[src/rtl/bra_ram.sv]
// bra_ram: generic simple dual-port ram, one write and one registered read port
// no dependencies
`default_nettype none

module bra_ram #(
  parameter int WIDTH = 64,
  parameter int DEPTH = 64
) (
  input  wire                                         clk,
  input  wire                                         wr_en,
  input  wire  [((DEPTH > 1) ? $clog2(DEPTH) : 1)-1:0] wr_addr,
  input  wire  [WIDTH-1:0]                            wr_data,
  input  wire                                         rd_en,
  input  wire  [((DEPTH > 1) ? $clog2(DEPTH) : 1)-1:0] rd_addr,
  output logic [WIDTH-1:0]                            rd_data
);

  logic [WIDTH-1:0] mem [DEPTH];

  // write port
  always_ff @(posedge clk) begin
    if (wr_en) begin
      mem[wr_addr] <= wr_data;
    end
  end

  // registered read port
  always_ff @(posedge clk) begin
    if (rd_en) begin
      rd_data <= mem[rd_addr];
    end
  end

endmodule

`default_nettype wire

[config.mk]
export PLATFORM = sky130hd
export DESIGN_NAME = bra_ram
export DESIGN_NICKNAME = d
export VERILOG_FILES = /design/src/rtl/bra_ram.sv
export SDC_FILE = /design/constraint.sdc
export NUM_CORES = 2
export LEC_CHECK = 0
export BUFFER_PORTS_ARGS = -buffer_cell sky130_fd_sc_hd__clkbuf_2
export CORE_UTILIZATION = 30
export DETAILED_ROUTE_END_ITERATION = 8
export PLACE_DENSITY = 0.55
export SLEW_MARGIN = 40
export SYNTH_ARGS = -nofsm -noshare
export SYNTH_HDL_FRONTEND = slang
export SYNTH_SLANG_ARGS = --single-unit
export TNS_END_PERCENT = 1
[constraint.sdc]
create_clock -name clk -period 6.7 [get_ports clk]
set_clock_uncertainty 0.1 [all_clocks]
set_input_delay 1.675 -clock clk [delete_from_list [all_inputs] [get_ports clk]]
set_output_delay 1.675 -clock clk [all_outputs]
set_load 0.01 [all_outputs]
==> run_results.csv <==
group,metric,value,unit
finish,final_area,0.182,mm²
grt,antenna_found_initial,47,
die,core,0.521,mm²
drt,wl_per_cell,31.9,µm
clock_network,cts-root-buf,"clkbuf_16",
sta,slew_viol_final,0,
finish,multi_input_area,0.0308,mm²
die,fp.dieW,725,µm
die,start_util,0.301,
die,ios,143,
placement,numPortBuffers,142,
sta,post-route-period-util,0.584,
synthesis,synth.largest_area_cell,"edfxtp_1",
sta,tightestPinTransition,0.943,ns
sta,hold_viol_final,0,
synthesis,synthCells,6598,
die,rows,265,
clock_network,cts_tree,"built",
clock_network,cts_max_path_buffers,4,
drt,drt_wl_total,456000,µm
critical_path,start_kind,"input port",
outcome,status,"finished, final reports clean",
power_and_ir_drop,ir_drop,221,µV
die,die_h,725,µm
synthesis,synth-seq-area-share,0.796,
clock_network,cts_made_buffers,394,
critical_path,critical_path_required,7.28,ns
synthesis,synthArstFlopShare,0,
synthesis,synthTopCellsByCount,"4160 x edfxtp_1, 1024 x mux4_2, 170 x buf_2",
clock_network,cts-hold-fix-buffers,0,
critical_path,worstPathMaxFanout,50,
synthesis,yosys-top-cells-area,"edfxtp_1 80%, mux4_2 15%, mux2i_1 0.86%",
clock_network,post_cts_resized,0,
sta,rsz0062_at_grt,"false",
sta,setup_violations,0,
sta,fmax,0.255,GHz
finish,final_cells,14300,
clock_network,clk_pin_slew,0.06,ns
power_and_ir_drop,cellPowerDensity,297,mW/mm²
synthesis,syn_nets,6677,
synthesis,synthFlopType,"edfxtp_1",
grt,grt_max_degree,91,
sta,fin_worst_hold_slack,0.819,ns
worst_hold_path,hp-class,"register to register",
placement,pre_cts_ws,1.67,ns
finish,nNetsFinal,7100,
die,die_area,0.526,mm²
sta,relSlewSlack,0.371,
drt,viasPerCell,5.23,
grt,grt.total_usage,0.169,
drt,via_count,74700,
synthesis,syn_area,0.157,mm²
placement,hpwl,233000,µm
drt,first_pass_iters,6,
critical_path,cp-end-kind,"register",
finish,drive_gt1_frac,0.284,
synthesis,yosys.area.top_type_share,0.796,
placement,dpl.cell_count,13600,
synthesis,yosysWarnings,0,
clock_network,cts_setup_buffers,0,
grt,grt-ovfl-total,0,
placement,gp_congestion,0.748,
drt,ant_nets,0,
critical_path,worstSetupPathType,"input port to register",
drt,drc,0,
synthesis,synth_area_per_cell,23.8,µm²
drt,drtIter0Drc,8545,
sta,min_period,3.91,ns
synthesis,synth-seq-cells,4160,
power_and_ir_drop,leakagePower,55.3,nW
clock_network,ctsHtreeMaxLevel,5,
sta,fin_ws,2.79,ns
sta,tns,0,ns
finish,fill_cells,47300,
critical_path,arrival,4.49,ns
synthesis,synth.distinct_cells,32,
finish,synthToLayoutAreaGrowth,15.8,%
clock_network,clk_latency,0.93,ns
synthesis,yosysMostFrequentCell,"edfxtp_1",
grt,grt_pass1_wl,628000,µm
flow_run,max_cap_viol_count,0,
grt,grt_pass1_vias,76300,
placement,dpl-instance-area,0.169,mm²
finish,register_area,0.125,mm²
clock_network,numClockSinks,4160,
synthesis,synth-edff-count,4160,
[cells in the final DEF (no fill, tap or decap), drive strengths merged]
| cell | n |
|---|---|
| inv | 29 |
| nand2 | 58 |
| or3b | 1 |
| diode | 13 |
| nand3 | 45 |
| a2bb2oi | 19 |
| nand2b | 11 |
| nand4b | 1 |
| edfxtp | 4160 |
| nor2b | 28 |
| mux4 | 1024 |
| clkinv | 166 |
| o22ai | 83 |
| clkbuf | 617 |
| a22oi | 168 |
| a31o | 1 |
| a211oi | 63 |
| o221ai | 38 |
| or3 | 29 |
| nor2 | 112 |
| a41oi | 26 |
| mux2i | 135 |
| a22o | 88 |
| and3 | 64 |
| bufinv | 50 |
| and2 | 3 |
| clkinvlp | 7 |
| nor3 | 2 |
| nand3b | 2 |
| or2 | 28 |
| a31oi | 18 |
| buf | 259 |
| nand4 | 2 |
[worst max-delay path: stages]
cell and delay (ns):
buf_12 0.32, buf_16 0.32, buf_12 0.41, mux4_2 0.55
nor2b_1 0.15, a211oi_1 0.41, o22ai_1 0.25, and3_1 0.20
[area by class of cell]
type,count,share of cell area
flip-flops and latches,4160,0.687
multi-input cells,2049,0.169
clock buffers,479,0.0568
well taps,6942,0.0478
repair buffers,397,0.0239
clock inverters,233,0.0142
inverters,19,0.000392
diodes,13,0.000179
[worst paths after layout]
kind / startpoint / to / slack (ns) / depth (start not counted)
setup / recovery: rd_addr[0] / rd_data[34]$_DFFE_PP_ / 2.79 / 8
setup reg to reg: mem[61][22]$_DFFE_PP_ / rd_data[22]$_DFFE_PP_ / 4.45 / 5
hold reg to reg: mem[46][2]$_DFFE_PP_ / rd_data[2]$_DFFE_PP_ / 0.82 / 4
hold / removal: mem[46][2]$_DFFE_PP_ / rd_data[2]$_DFFE_PP_ / 0.82 / 4
[layer usage]
metal / up-vias / share of wire / global-route usage
met4: 16 / 0.030 / 0.0491
met2: 2936 / 0.51 / 0.292
met1: 41700 / 0.40 / 0.222
met3: 654 / 0.065 / 0.0241
met5: - / 0.00019 / 0
li1: 29400 / - / -
[registers in the layout, indices dropped and copies added (netlist names)]
| register | count |
|---|---|
| rd_data | 64 |
| mem | 4096 |
[logic make-up (layout without fill, tap and decap cells)]
logic type / Yosys count / in the layout / share of synthesized area
buffers and inverters: 389 / 1128 / 0.0118
AO/OA/AOI/OAI: 504 / 504 / 0.0247
flip-flops: 4160 / 4160 / 0.796
multiplexers: 1159 / 1159 / 0.156
other: 0 / 13 / 0
AND/OR/NAND/NOR: 386 / 386 / 0.0123
[report_power, final]
part,internal [W],switching (W)
clock network,0.0129,0.00967
logic,0.000930,0.00155
registers,0.0289,0.000115
total,0.0427,0.0113
[through the flow]
stage          total power (W)  utilization
2_1_floorplan           0.0308            -
3_3_place_gp            0.0320        0.323
3_5_place_dp            0.0321        0.324
4_1_cts                 0.0545        0.349
5_1_grt                 0.0555        0.349
6_report                0.0541        0.349
(Power assumes the default switching activity.)
