$ cat src/rtl/bra_pkg.sv
// bra_pkg: shared types and constants for the bitmap run allocator
// no dependencies; imported by bra_run_finder and bitmap_run_allocator
`default_nettype none

package bra_pkg;

  // chunk map of one page: a set bit is a free 64-byte chunk
  localparam int MAP_W  = 64;
  localparam int SLOT_W = 6;
  localparam int BIT_W  = 6;
  localparam int RUN_W  = 7;
  localparam int BYTE_W = 13;
  localparam int STAT_W = 3;

  // largest rounded request that still fits a page with its header chunk
  localparam logic [BYTE_W-1:0] MAX_BYTES = 13'd4032;

  // result status codes
  localparam logic [STAT_W-1:0] STAT_OK      = 3'd0;
  localparam logic [STAT_W-1:0] STAT_ZERO    = 3'd1;
  localparam logic [STAT_W-1:0] STAT_LARGE   = 3'd2;
  localparam logic [STAT_W-1:0] STAT_NOSLOT  = 3'd3;
  localparam logic [STAT_W-1:0] STAT_OVERLAP = 3'd4;
  localparam logic [STAT_W-1:0] STAT_DOUBLE  = 3'd5;

  // command codes
  localparam logic CMD_ALLOC = 1'b0;
  localparam logic CMD_FREE  = 1'b1;

  typedef logic [MAP_W-1:0] map_t;

  // one slot read launched into the run finder
  typedef struct packed {
    logic              vld;
    logic              last;
    logic              open;
    logic [SLOT_W-1:0] slot;
  } issue_t;

  // outcome of the run search on one slot
  typedef struct packed {
    logic              vld;
    logic              hit;
    logic              last;
    logic [SLOT_W-1:0] slot;
    logic [BIT_W-1:0]  lo;
  } find_res_t;

endpackage

`default_nettype wire

$ cat src/rtl/bra_run_finder.sv
// bra_run_finder: pipelined search for the lowest run of set bits in a slot map
// depends on bra_pkg; fed by the map ram read port of the top level
`default_nettype none

module bra_run_finder
  import bra_pkg::*;
(
  input  wire                    clk,
  input  wire                    rst_n,
  input  wire                    flush,
  input  issue_t                 iss,
  input  wire  [2:0]             run_k,
  input  wire  [4:0]             run_rem,
  input  map_t                   rd_data,
  output find_res_t              res,
  output map_t                   res_map
);

  issue_t    p0_r, p0_nxt;
  issue_t    sa_r, sa_nxt;
  find_res_t sb_r, sb_nxt;
  map_t      sa_starts_r, sa_starts_nxt;
  map_t      sa_map_r;
  map_t      sb_map_r;

  map_t y1, y2, y3, y4, y5, y6, ysel;
  logic [BIT_W-1:0] lo_found;
  logic             any_found;

  // doubling ladder: bit j of yk marks 2^k set bits from j upwards
  always_comb begin
    y1 = rd_data & (rd_data >> 1);
    y2 = y1 & (y1 >> 2);
    y3 = y2 & (y2 >> 4);
    y4 = y3 & (y3 >> 8);
    y5 = y4 & (y4 >> 16);
    y6 = y5 & (y5 >> 32);
    case (run_k)
      3'd1:    ysel = y1;
      3'd2:    ysel = y2;
      3'd3:    ysel = y3;
      3'd4:    ysel = y4;
      3'd5:    ysel = y5;
      3'd6:    ysel = y6;
      default: ysel = rd_data;
    endcase
    sa_starts_nxt = (ysel & (ysel >> run_rem)) & {MAP_W{p0_r.open}};
  end

  // lowest start bit of a fitting run gives the lowest end bit too
  always_comb begin
    lo_found  = '0;
    any_found = 1'b0;
    for (int i = MAP_W - 1; i >= 0; i--) begin
      if (sa_starts_r[i]) begin
        lo_found  = BIT_W'(i);
        any_found = 1'b1;
      end
    end
  end

  // pipeline control
  always_comb begin
    p0_nxt      = iss;
    sa_nxt      = p0_r;
    sb_nxt.vld  = sa_r.vld;
    sb_nxt.hit  = any_found;
    sb_nxt.last = sa_r.last;
    sb_nxt.slot = sa_r.slot;
    sb_nxt.lo   = lo_found;
    if (flush) begin
      p0_nxt.vld = 1'b0;
      sa_nxt.vld = 1'b0;
      sb_nxt.vld = 1'b0;
    end
  end

  always_ff @(posedge clk) begin
    if (!rst_n) begin
      p0_r.vld <= 1'b0;
      sa_r.vld <= 1'b0;
      sb_r.vld <= 1'b0;
    end else begin
      p0_r.vld <= p0_nxt.vld;
      sa_r.vld <= sa_nxt.vld;
      sb_r.vld <= sb_nxt.vld;
    end
  end

  // stage payload
  always_ff @(posedge clk) begin
    p0_r.last   <= p0_nxt.last;
    p0_r.open   <= p0_nxt.open;
    p0_r.slot   <= p0_nxt.slot;
    sa_r.last   <= sa_nxt.last;
    sa_r.open   <= sa_nxt.open;
    sa_r.slot   <= sa_nxt.slot;
    sa_starts_r <= sa_starts_nxt;
    sa_map_r    <= rd_data;
    sb_r.hit    <= sb_nxt.hit;
    sb_r.last   <= sb_nxt.last;
    sb_r.slot   <= sb_nxt.slot;
    sb_r.lo     <= sb_nxt.lo;
    sb_map_r    <= sa_map_r;
  end

  assign res     = sb_r;
  assign res_map = sb_map_r;

endmodule

`default_nettype wire

$ cat config.mk
export PLATFORM = sky130hd
export DESIGN_NAME = bra_run_finder
export DESIGN_NICKNAME = d
export VERILOG_FILES = /design/src/rtl/bra_pkg.sv /design/src/rtl/bra_run_finder.sv
export SDC_FILE = /design/constraint.sdc
export NUM_CORES = 1
export LEC_CHECK = 0
export BUFFER_PORTS_ARGS = -buffer_cell sky130_fd_sc_hd__buf_2
export CAP_MARGIN = 20
export CELL_PAD_IN_SITES_DETAIL_PLACEMENT = 1
export CELL_PAD_IN_SITES_GLOBAL_PLACEMENT = 2
export CORE_MARGIN = 10
export CORE_UTILIZATION = 36
export DETAILED_ROUTE_END_ITERATION = 8
export PLACE_DENSITY_LB_ADDON = 0.1
export REMOVE_ABC_BUFFERS = 1
export SKIP_CTS_REPAIR_TIMING = 1
export SLEW_MARGIN = 30
export SYNTH_ARGS = -nofsm -noshare
export SYNTH_HDL_FRONTEND = slang
export SYNTH_SLANG_ARGS = --single-unit
$ cat constraint.sdc
create_clock -name clk -period 3.3 [get_ports clk]
set_input_delay 0.33 -clock clk [delete_from_list [all_inputs] [get_ports clk]]
set_output_delay 0.33 -clock clk [all_outputs]
set_load 0.05 [all_outputs]
==> impl_summary.md <==
Timing
At the pin with the least slew margin, the transition time is 0.959 ns. The count of endpoints failing hold in the final timing report came to 0. The final-report max-slew violation count came to 0.

After layout, the minimum clock period comes to 3.02 ns. Setup repair after global routing left no endpoint under its margin. The final number of setup-violating endpoints is 0.

The fraction of the cycle the final worst path needs is 91.6%. Headroom to the max-slew limit came out at 35.9%. The clock skew after layout is 0.0249 ns. Timing would allow up to 331 MHz.

Logic synthesis
The number of different library cells used by synthesis comes to 101. In the synthesized netlist the dominant register cell turns out to be dfxtp_1. In this run the cell area of the synthesized design comes to 13700 um2.

The number of synthesized flops with an enable pin is 0. The fraction of synthesis flops using an asynchronous set or reset pin is 0%. The synthesis warning total is 0. The mean cell area of the mapped netlist is 8.35 um2. Ranked by total cell area, the synthesized netlist is headed by dfxtp_1, mux4_2, a21oi_1.

The synthesized netlist cell count is 1644. In this run the biggest area consumer among cell types represents 32.7% of the synthesized area. Sequential cells were found to cover 32.7% of the synthesized design area. The largest total area in the synthesized netlist belongs to dfxtp_1. Counting flops and latches in the post-synthesis netlist gives 224.

Floorplanning
In this run the core area contains 71 standard-cell rows. The floorplan step defined a die boundary enclosing 46300 um2. The total core area is 37700 um2. The die is 215 um wide. The initial cell density of the core is 36.4%. 163 I/O pins were placed. From bottom edge to top edge, the die measures 215 um.

Drt
After the first detailed-routing iteration, the DRC count stood at 1594. After detailed routing, the number of remaining DRC violations is 0. In the final routing, the length of wire on met1 measures 30900 um.

Using the TritonRoute via totals, the vias-per-cell ratio works out to 6.13. Summed over all layers, the routed wires come to 71900 um. Once detail routing completed, the nets flagged for antenna violations numbered 0. Summed over all nets, wire length on met2 after detailed routing comes to 33200 um. Summing over every cut layer, the via total after detailed routing is 16.3k. The met3 wirelength from detailed routing is 5380 um. The top layer used by detailed routing is met4. The first detailed-routing pass ran for 5 iterations.

In the final routed layout, each cell accounts on average for 27.0 um.

Worst setup path
The worst setup path is captured at a flop. The critical path is of the in2reg type. The worst path arrival time is 3.53 ns.

Along the worst path, the maximum fanout reaches 18. The type of origin of the critical path is a primary input. The required time at the worst-slack endpoint is 3.80 ns.

Global route
Summed over all layers, the global routing overflow is 0. The largest net degree at the start of global routing is 40. The overall track demand over capacity in global routing is 28.9%. The wire length of the first global-routing pass is 104000 um. The via count of the first global-routing pass is 16.2k. The number of antenna violations at the first check in global routing is 1.

Pwr
Of the total power, the share spent switching nets is 34.1%. In this run, flip-flops and latches consume 36.0% of the power. Across the VDD grid, the largest voltage drop is 0.387 mV. Summing internal, switching and leakage power gives 8050 uW. Summed over all nets, the switching power comes to 2750 uW. The internal power consumption is 5300 uW.

The static leakage is 0.00787 uW. The power per unit of standard cell area is 432 nW/um2. The fraction of power consumed by the clock network is 33.9%.

Of the total power, combinational logic draws 30.1%.

Placement
The number of buffers added on ports is 162. The global placement routability congestion is 0.971. The post-detailed-placement half-perimeter wirelength is 56200 um.

The area after detailed placement is 17600 um2.

Clock tree
The clock latency on the worst-skew pair is 0.55 ns. The number of sinks on the clock net is 224. The tree is rooted in a clkbuf_16. The maximum number of buffers from clock root to sink is 3. The deepest level of the CTS H-tree is 1.

TritonCTS built the clock tree. The number of buffers created by CTS is 24. After clock tree synthesis, the clock-pin slew on the worst setup and hold paths is 0.07 ns.

Status
The flow ran to the end, and the final reports show no timing, DRC or antenna violations.

Cells and area
The post-route netlist has 33.0% of its cells at a drive strength greater than 1. At the end of the flow, the number of nets in the layout was 2213. The final non-filler cell area is 18600 um2.

The number of fill cells in the layout is 4609. The layout-stage area growth over the synthesis result is 35.8%.

Min path
The worst min-delay path class is in2reg.

Flow run
The number of max-capacitance violations reported is 0.
-- critical path: stages --
cell and delay [ns]:
buf_2 0.16, buf_12 0.17, buf_4 0.18, nand3b_1 0.28, nor4_1 0.39, buf_4 0.20, a31oi_1 0.12, a31oi_1 0.39
a21boi_1 0.12, buf_4 0.18, a21oi_1 0.37, a21oi_1 0.11, a2111oi_0 0.33, buf_4 0.17
-- area by class of cell --
class	instances	area (um2)	share of cell area (%)
flip-flops and latches	224	4480	24.1
repair buffers	607	4320	23.2
inverters	41	155	0.832
clock buffers	31	678	3.64
diodes	1	2.50	0.0134
multi-input cells	1231	8240	44.2
well taps	511	639	3.43
clock inverters	13	114	0.611
-- sequential cells by signal (all words and copies together), names as in the netlist --
signal / flops
p0_r: 9
res: 15
res_map: 64
sa_map_r: 64
sa_r: 8
sa_starts_r: 64
-- synth_stat cells (20+ instances only) --
master / count
a31oi_1: 20
mux4_2: 32
nor4_1: 34
clkbuf_1: 61
nor3_1: 52
dfxtp_1: 224
o21ai_0: 68
o22ai_1: 23
buf_2: 45
o211ai_1: 28
nand3_1: 64
a211oi_1: 25
mux2i_1: 54
nand2_1: 138
nand4_1: 60
inv_1: 38
a21oi_1: 110
o31ai_1: 22
nor2_1: 144
-- cell families (layout without fill, tap and decap cells) --
logic type,after synthesis,count (layout),share of synthesized area (%)
AOI/OAI and AO/OA,508,508,26.1
buffers and inverters,189,692,7.30
DFF,224,224,32.7
muxes,105,105,10.8
other,0,1,0
and+or+nand+nor,618,618,23.2
-- layer usage --
| metal | vias up | global-route usage, % |
|---|---|---|
| li1 | 7280 | - |
| met1 | 8163 | 38.8 |
| met2 | 727 | 46.4 |
| met3 | 123 | 4.56 |
| met4 | 0 | 9.48 |
| met5 | - | 0 |
-- final timing paths --
check	from	to	slack, ns	cells after the start
setup reg to reg	sa_starts_r[63]$_DFF_P_	res[1]$_SDFF_PP0_	1.00	9
hold / removal	iss[8]	p0_r[8]$_SDFF_PP0_	0.0004	2
hold reg to reg	sa_map_r[42]$_DFF_P_	res_map[42]$_DFF_P_	0.32	0
setup / recovery	run_k[1]	sa_starts_r[23]$_DFF_P_	0.28	14
-- power by group through the flow --
stage	logic, uW	registers [uW]	clock network, uW
after floorplan	840	3220	0
after global placement	2310	2950	0
after detailed placement	2330	2960	0
after CTS	2350	2900	2760
after global routing	2540	2920	2890
final	2420	2900	2730
-- stage by stage --
stage / TNS [ns] / setup slack, ns / hold WS [ns] / util, % / cells
after floorplan: -0.311 / -0.164 / 0.310 / - / 1496
after global placement: -0.624 / -0.209 / 0.310 / 46.7 / 2590
after detailed placement: -1.55 / -0.179 / 0.313 / 46.7 / 2590
after CTS: 0 / 0.390 / -0.148 / 48.8 / 2634
after global routing: 0 / 0.0919 / -0.00135 / 49.5 / 2658
final: 0 / 0.276 / 0.000428 / 49.5 / 2659
-- cell usage in the layout (no fill, tap or decap), types with 28 or more instances in the layout --
cell type  Yosys  routed
nor3_1        52      52
nand4_1       60      60
o211ai_1      28      28
dfxtp_1      224     224
buf_4          7     412
nor4_1        34      34
nand2_1      138     138
o21ai_0       68      68
nor2_1       144     143
mux2i_1       54      54
inv_1         38      37
mux4_2        32      32
buf_2         45     162
nand3_1       64      64
a21oi_1      110     110
Note: power is estimated with default switching activity, not from simulation.
